<file path="src/rtl/core/abs_pkg.sv">
// ----------------------------------------------------------------------------
// Alternating-bit sender package
// Shared types and constants for the alternating-bit sender.
// ----------------------------------------------------------------------------
package abs_pkg;

  localparam int unsigned MAX_SEGMENT = 1024;
  localparam int unsigned TIMER_WIDTH = 24;
  localparam int unsigned LEN_WIDTH   = 11;
  localparam int unsigned ACKN_WIDTH  = 32;

  localparam logic [TIMER_WIDTH-1:0] TIMEOUT_RESET = TIMER_WIDTH'(1000);
  localparam logic [TIMER_WIDTH-1:0] TIMER_MAX     = {TIMER_WIDTH{1'b1}};
  localparam logic [LEN_WIDTH-1:0]   SEG_MAX       = LEN_WIDTH'(MAX_SEGMENT);

  typedef enum logic [1:0] {
    OP_TICK   = 2'd0,
    OP_OPEN   = 2'd1,
    OP_SEND   = 2'd2,
    OP_HEADER = 2'd3
  } opcode_t;

  typedef enum logic [3:0] {
    PH_IDLE      = 4'b0001,
    PH_SYN_WAIT  = 4'b0010,
    PH_CONNECTED = 4'b0100,
    PH_ACK_WAIT  = 4'b1000
  } phase_t;

  typedef enum logic [2:0] {
    EV_NONE      = 3'd0,
    EV_CONNECTED = 3'd1,
    EV_CONFIRMED = 3'd2,
    EV_TIMEOUT   = 3'd3,
    EV_REJECTED  = 3'd4,
    EV_REFUSED   = 3'd5
  } event_t;

endpackage

</file>
<file path="src/rtl/core/alternating_bit_sender.sv">
// ----------------------------------------------------------------------------
// Alternating-bit sender
// Sender side of a stop-and-wait transfer: opens with SYN, sends segments
// with an alternating sequence bit and retransmits on timeout.
// ----------------------------------------------------------------------------
// The block takes one event beat per clock and returns exactly one result beat
// for it in the cycle after acceptance. The event is decoded and the connection
// state updated in the accepting cycle; the result sits in a single output
// register, and a new event is accepted whenever that register is empty or is
// being emptied in the same cycle, so the sustained rate is one beat per clock.
// The timeout register may be written only while no event is in flight.
module alternating_bit_sender (
  input  logic                               clk,
  input  logic                               rst_n,
  input  logic                               cfg_wr_en,
  input  logic [abs_pkg::TIMER_WIDTH-1:0]    cfg_wr_data,
  input  logic                               in_valid,
  output logic                               in_ready,
  input  abs_pkg::opcode_t                   in_opcode,
  input  logic [abs_pkg::LEN_WIDTH-1:0]      in_seg_length,
  input  logic                               in_seg_is_last,
  input  logic                               in_rx_checksum_ok,
  input  logic                               in_rx_syn,
  input  logic                               in_rx_ack,
  input  logic                               in_rx_fin,
  input  logic [abs_pkg::ACKN_WIDTH-1:0]     in_rx_ack_number,
  output logic                               out_valid,
  input  logic                               out_ready,
  output logic                               out_tx_valid,
  output logic                               out_tx_syn,
  output logic                               out_tx_ack,
  output logic                               out_tx_fin,
  output logic                               out_tx_sequence,
  output logic [abs_pkg::LEN_WIDTH-1:0]      out_tx_payload_size,
  output abs_pkg::event_t                    out_event_code,
  output logic                               out_ready_for_segment
);
  import abs_pkg::*;

  logic [TIMER_WIDTH-1:0] timeout_r;
  phase_t                 phase_r, phase_nxt;
  logic                   seq_r, seq_nxt;
  logic [TIMER_WIDTH-1:0] cnt_r, cnt_nxt, cnt_inc;
  logic [LEN_WIDTH-1:0]   psize_r, psize_nxt;
  logic                   plast_r, plast_nxt;

  logic                   ovalid_r;
  logic                   tx_valid_r, tx_valid_nxt;
  logic                   tx_syn_r, tx_syn_nxt;
  logic                   tx_ack_r, tx_ack_nxt;
  logic                   tx_fin_r, tx_fin_nxt;
  logic                   tx_seq_r, tx_seq_nxt;
  logic [LEN_WIDTH-1:0]   tx_size_r, tx_size_nxt;
  event_t                 ev_r, ev_nxt;
  logic                   rdy_seg_r;

  logic                   in_fire;
  logic                   len_ok;
  logic                   ack_match;

  assign in_ready  = !ovalid_r || out_ready;
  assign in_fire   = in_valid && in_ready;
  assign len_ok    = (in_seg_length != '0) && (in_seg_length <= SEG_MAX);
  assign ack_match = (in_rx_ack_number == {{(ACKN_WIDTH-1){1'b0}}, seq_r});
  assign cnt_inc   = (cnt_r == TIMER_MAX) ? cnt_r : cnt_r + 1'b1;

  always_comb begin
    phase_nxt    = phase_r;
    seq_nxt      = seq_r;
    cnt_nxt      = cnt_r;
    psize_nxt    = psize_r;
    plast_nxt    = plast_r;
    tx_valid_nxt = 1'b0;
    tx_syn_nxt   = 1'b0;
    tx_ack_nxt   = 1'b0;
    tx_fin_nxt   = 1'b0;
    tx_seq_nxt   = 1'b0;
    tx_size_nxt  = '0;
    ev_nxt       = EV_NONE;
    unique case (in_opcode)
      OP_TICK: begin
        if (phase_r == PH_SYN_WAIT || phase_r == PH_ACK_WAIT) begin
          cnt_nxt = cnt_inc;
          if (cnt_inc > timeout_r) begin
            cnt_nxt      = '0;
            ev_nxt       = EV_TIMEOUT;
            tx_valid_nxt = 1'b1;
            if (phase_r == PH_SYN_WAIT) begin
              tx_syn_nxt = 1'b1;
            end else begin
              tx_fin_nxt  = plast_r;
              tx_seq_nxt  = seq_r;
              tx_size_nxt = psize_r;
            end
          end
        end
      end
      OP_OPEN: begin
        if (phase_r == PH_IDLE) begin
          phase_nxt    = PH_SYN_WAIT;
          cnt_nxt      = '0;
          tx_valid_nxt = 1'b1;
          tx_syn_nxt   = 1'b1;
        end else begin
          ev_nxt = EV_REFUSED;
        end
      end
      OP_SEND: begin
        if (phase_r == PH_CONNECTED && len_ok) begin
          psize_nxt    = in_seg_length;
          plast_nxt    = in_seg_is_last;
          phase_nxt    = PH_ACK_WAIT;
          cnt_nxt      = '0;
          tx_valid_nxt = 1'b1;
          tx_fin_nxt   = in_seg_is_last;
          tx_seq_nxt   = seq_r;
          tx_size_nxt  = in_seg_length;
        end else begin
          ev_nxt = EV_REFUSED;
        end
      end
      OP_HEADER: begin
        if (phase_r == PH_SYN_WAIT) begin
          if (in_rx_checksum_ok && in_rx_ack && in_rx_syn) begin
            phase_nxt    = PH_CONNECTED;
            seq_nxt      = 1'b0;
            cnt_nxt      = '0;
            ev_nxt       = EV_CONNECTED;
            tx_valid_nxt = 1'b1;
            tx_ack_nxt   = 1'b1;
          end else begin
            ev_nxt = EV_REJECTED;
          end
        end else if (phase_r == PH_ACK_WAIT) begin
          if (in_rx_checksum_ok && ack_match && (!in_rx_fin || in_rx_ack)) begin
            ev_nxt    = EV_CONFIRMED;
            phase_nxt = PH_CONNECTED;
            cnt_nxt   = '0;
            seq_nxt   = plast_r ? 1'b0 : !seq_r;
            psize_nxt = '0;
            plast_nxt = 1'b0;
          end else begin
            ev_nxt = EV_REJECTED;
          end
        end
      end
      default: begin
        ev_nxt = EV_NONE;
      end
    endcase
  end

  always_ff @(posedge clk) begin
    if (!rst_n) begin
      timeout_r <= TIMEOUT_RESET;
      phase_r   <= PH_IDLE;
      seq_r     <= 1'b0;
      cnt_r     <= '0;
      psize_r   <= '0;
      plast_r   <= 1'b0;
      ovalid_r  <= 1'b0;
    end else begin
      if (cfg_wr_en) begin
        timeout_r <= cfg_wr_data;
      end
      if (in_fire) begin
        phase_r  <= phase_nxt;
        seq_r    <= seq_nxt;
        cnt_r    <= cnt_nxt;
        psize_r  <= psize_nxt;
        plast_r  <= plast_nxt;
        ovalid_r <= 1'b1;
      end else if (out_ready) begin
        ovalid_r <= 1'b0;
      end
    end
  end

  always_ff @(posedge clk) begin
    if (in_fire) begin
      tx_valid_r <= tx_valid_nxt;
      tx_syn_r   <= tx_syn_nxt;
      tx_ack_r   <= tx_ack_nxt;
      tx_fin_r   <= tx_fin_nxt;
      tx_seq_r   <= tx_seq_nxt;
      tx_size_r  <= tx_size_nxt;
      ev_r       <= ev_nxt;
      rdy_seg_r  <= (phase_nxt == PH_CONNECTED);
    end
  end

  assign out_valid             = ovalid_r;
  assign out_tx_valid          = tx_valid_r;
  assign out_tx_syn            = tx_syn_r;
  assign out_tx_ack            = tx_ack_r;
  assign out_tx_fin            = tx_fin_r;
  assign out_tx_sequence       = tx_seq_r;
  assign out_tx_payload_size   = tx_size_r;
  assign out_event_code        = ev_r;
  assign out_ready_for_segment = rdy_seg_r;

  a_idle_counter_clear: assert property (@(posedge clk) disable iff (!rst_n)
    (phase_r == PH_IDLE || phase_r == PH_CONNECTED) |-> (cnt_r == '0))
    else $error("Timeout counter is running outside a wait phase.");

  a_quiet_result_zero: assert property (@(posedge clk) disable iff (!rst_n)
    (ovalid_r && !tx_valid_r) |->
      (!tx_syn_r && !tx_ack_r && !tx_fin_r && !tx_seq_r && tx_size_r == '0))
    else $error("Result beat without a header carries nonzero header fields.");

  a_send_enters_wait: assert property (@(posedge clk) disable iff (!rst_n)
    (in_fire && in_opcode == OP_SEND && phase_r == PH_CONNECTED && len_ok)
      |=> (phase_r == PH_ACK_WAIT && ovalid_r && tx_valid_r))
    else $error("Accepted segment did not start an acknowledgement wait.");

  a_connected_acks: assert property (@(posedge clk) disable iff (!rst_n)
    (ovalid_r && ev_r == EV_CONNECTED) |-> (tx_ack_r && rdy_seg_r && !tx_syn_r))
    else $error("Connection event without the closing ACK.");

  a_empty_takes_beat: assert property (@(posedge clk) disable iff (!rst_n)
    !ovalid_r |-> in_ready)
    else $error("Input stalled while the result register is empty.");

endmodule
</file>
<file path="config.mk">
export PLATFORM = sky130hd
export DESIGN_NAME = alternating_bit_sender
export DESIGN_NICKNAME = d
export VERILOG_FILES = /design/src/rtl/core/abs_pkg.sv /design/src/rtl/core/alternating_bit_sender.sv
export SDC_FILE = /design/constraint.sdc
export NUM_CORES = 1
export LEC_CHECK = 0
export ABC_CLOCK_PERIOD_IN_PS = 4790
export BUFFER_PORTS_ARGS = -buffer_cell sky130_fd_sc_hd__buf_2
export CAP_MARGIN = 30
export CORE_AREA = 5 5 89 112
export DETAILED_ROUTE_END_ITERATION = 10
export DIE_AREA = 0 0 94 117
export HOLD_SLACK_MARGIN = 0.12
export PLACE_DENSITY = 0.79
export SYNTH_ARGS = -nofsm -noshare
export SYNTH_HDL_FRONTEND = slang
export SYNTH_SLANG_ARGS = --single-unit
</file>
<file path="constraint.sdc">
create_clock -name clk -period 4.79 [get_ports clk]
set_clock_uncertainty 0.2 [all_clocks]
set_input_delay 0 -clock clk [delete_from_list [all_inputs] [get_ports clk]]
set_output_delay 0 -clock clk [all_outputs]
set_load 0.02 [all_outputs]
</file>
==> summary.md <==
| Metric | Value |
|---|---|
| Arrival time worst endpoint | `between 4000 and 5000 ps` |
| Synth top area share | `28.2%` |
| Count leader, synth | `dfxtp_1` |
| Post-Syn Nets | `627` |
| Post-synth EDFFs | `20` |
| Routability cong. | `0.874` |
| Post-synth top flop | `dfxtp_1` |
| Area leader, netlist | `dfxtp_1` |
| Via count | `between 4k and 5k` |
| Req. time, crit path | `roughly 4900 ps` |
| Initial core utilization | `52.7%` |
| Relative slew slack | `35.7%` |
| DRT Wirelength | `12900 µm` |
| Ant. Diodes | `0` |
| DR vias/cell | `5.68` |
| Antenna violations before repair | `0` |
| Placed inst area | `5280 µm²` |
| Wire per inst | `16.0 µm` |
| Io pins | `101` |
| Clk slew on worst S/H paths | `around 60 ps` |
| Number of placement rows | `39` |
| Peak Freq | `229 MHz` |
| Hold Path Class | `in -> reg` |
| Register bit total from synthesis | `86` |
| Final min period | `4370 ps` |
| Maxcap violations | `0` |
| DP HPWL | `a little under 9000 µm` |
| Worst-Margin Slew | `964 ps` |
| Synth Cell Area | `4680 µm²` |
| Fin area | `between 6000 and 7000 µm²` |
| Share of cells above drive strength 1 | `between 20% and 30%` |
| Run status | `completed` |
| Total Die Area | `11000 µm²` |
| Top post-synthesis cells by area | `dfxtp_1, edfxtp_1, ha_1, a22o_1, nand2_1` |
| CP startpoint kind | `register` |
| Power Density | `between 200 and 300 nW/µm²` |
| Final period util | `91.2%` |
| Vias in the first global route | `4721` |
| Leak | `2.71 nW` |
| Total global-route track usage | `roughly a quarter` |
| Max VDD drop | `0.000199 V` |
| First-pass GRT wire length | `approximately 21000 µm` |
| Post-synth top cells | `dfxtp_1, nand2_1, nor2_1` |
| Total gr overflow | `0` |
| H-tree depth | `3` |
| DRC viols | `0` |
| # clock sinks | `86` |
| Async S/R FF share, synth | `0%` |
| Final setup fails | `0` |
| Inserted Clock Buffers | `9` |
| Setup TNS | `0 ps` |
| Clk_lat worst skew | `340 ps` |
| Worst Setup End Kind | `register` |
| Final Hold Viols | `0` |
| RSZ-0062 raised after global routing | `no` |
| Final Max Tran Viols | `0` |
| Synth Warn # | `0` |
| Crit Path Class | `reg -> reg` |
| Mean post-synth cell area | `8.96 µm²` |
| Chip Width | `94 µm` |
| Number of library cell types mapped by synthesis | `58` |
| DR iter-0 viols | `242` |
| PortBufs | `100` |
| Routed Antenna Nets | `0` |
| Core ar. | `8880 µm²` |
| Syn Inst Count | `523` |
| Clock root cell | `clkbuf_16` |
| Chip height | `about 120 µm` |
| Critical Path Fanout Max | `21` |
| Area Growth Syn to Fin | `32.8%` |
| Seq/Total Area, Yosys | `41.0%` |
| Largest net degree at the start of global routing | `37` |
| DR pass1 iterations | `5` |
| Layout net count | `784` |
| CTS max path bufs | `2` |
| CTS tree | `yes` |
## cells by family after synthesis
family,after synthesis,share of synthesized area [%]
adder cells (fa/ha/maj),25,6.68
AO/OA/AOI/OAI,109,16.1
XOR/XNOR,20,3.74
flip-flops,86,41.0
buffers and inverters,58,5.13
multiplexers,20,4.30
AND/OR/NAND/NOR,205,23.0
## what timing repair did
action	4_1_cts	5_1_grt
endpoints found under the setup margin	0	14
gates resized for setup	0	1
hold buffers	64	0
hold endpoints to repair	66	0
buffers inserted	0	0
## cell type report
type / count / area (µm²)
Clock inverter: 6 / 68.8
Inverter: 36 / 135
Fill cell: 713 / 2660
Timing Repair Buffer: 168 / 1180
Tap cell: 123 / 154
Multi-Input combinational cell: 379 / 2530
Clock buffer: 10 / 229
Sequential cell: 86 / 1920
## layout by cell type (no fill, tap or decap), types with 13 or more instances in the layout
cell           instances
nand3_1               29
buf_2                100
a22o_1                25
nand2_1               51
nor2_1                43
dlygate4sd3_1         64
nand4_1               19
mux2i_1               19
dfxtp_1               66
ha_1                  25
inv_1                 35
edfxtp_1              20
a21oi_1               29
a31oi_1               13
## metal layers
metal / up-vias / global-route usage (%) / part of all wire, % / wire (µm)
met2: 183 / 45.9 / 53 / 6880
li1: 2210 / - / - / -
met4: 0 / 10.9 / 3.1 / 398
met5: - / 0 / 0 / 0
met1: 2166 / 26.3 / 38 / 4910
met3: 34 / 4.67 / 5.5 / 713
## power by group
part / internal, mW / switching (mW) / leakage [nW]
combinational: 0.111 / 0.116 / 1.83
sequential: 0.768 / 0.0152 / 0.740
clock: 0.408 / 0.299 / 0.143
## path summary, 6_finish.rpt
check | end | cells past startpoint | from | slack [ps]
setup / recovery | cnt_r[5] | 15 | cnt_r[3] | 420
hold / removal | timeout_r[0] | 3 | cfg_wr_en | 120
setup reg to reg | cnt_r[5] | 15 | cnt_r[3] | 420
hold reg to reg | psize_r[7] | 2 | psize_r[7] | 250
## registers in the layout, indices dropped and copies added (netlist names)
register and flops:
out_ready_for_segment 1, out_tx_payload_size 11, out_tx_ack 1, plast_r 1, out_tx_fin 1, out_event_code 3
seq_r 1, phase_r 4, out_tx_sequence 1, cnt_r 24, timeout_r 24, psize_r 11
out_tx_valid 1, out_valid 1, out_tx_syn 1
## per-stage QoR
stage	cells	hold slack [ps]	utilization (%)	worst slack, ps	total power [mW]
2_1_floorplan	523	-70.5	-	773	0.908
4_1_cts	808	121	70.0	239	1.72
5_1_grt	808	157	70.0	127	1.78
3_3_place_gp	728	25.1	59.4	472	0.973
3_5_place_dp	728	29.0	59.4	262	0.983
6_report	808	116	70.0	421	1.72
## worst max-delay path: stages (launching register included)
cell	delay (ps)
dfxtp_1	460
nand3_1	130
or2_2	320
a31oi_2	380
and3_1	250
nor2_1	50
or2_1	230
ha_1	310
nand4_2	180
nor4_4	390
nand2_2	140
o311a_1	150
a2111oi_2	490
buf_12	220
and2_4	260
a22o_1	160
Note: power is estimated with default switching activity, not from simulation.
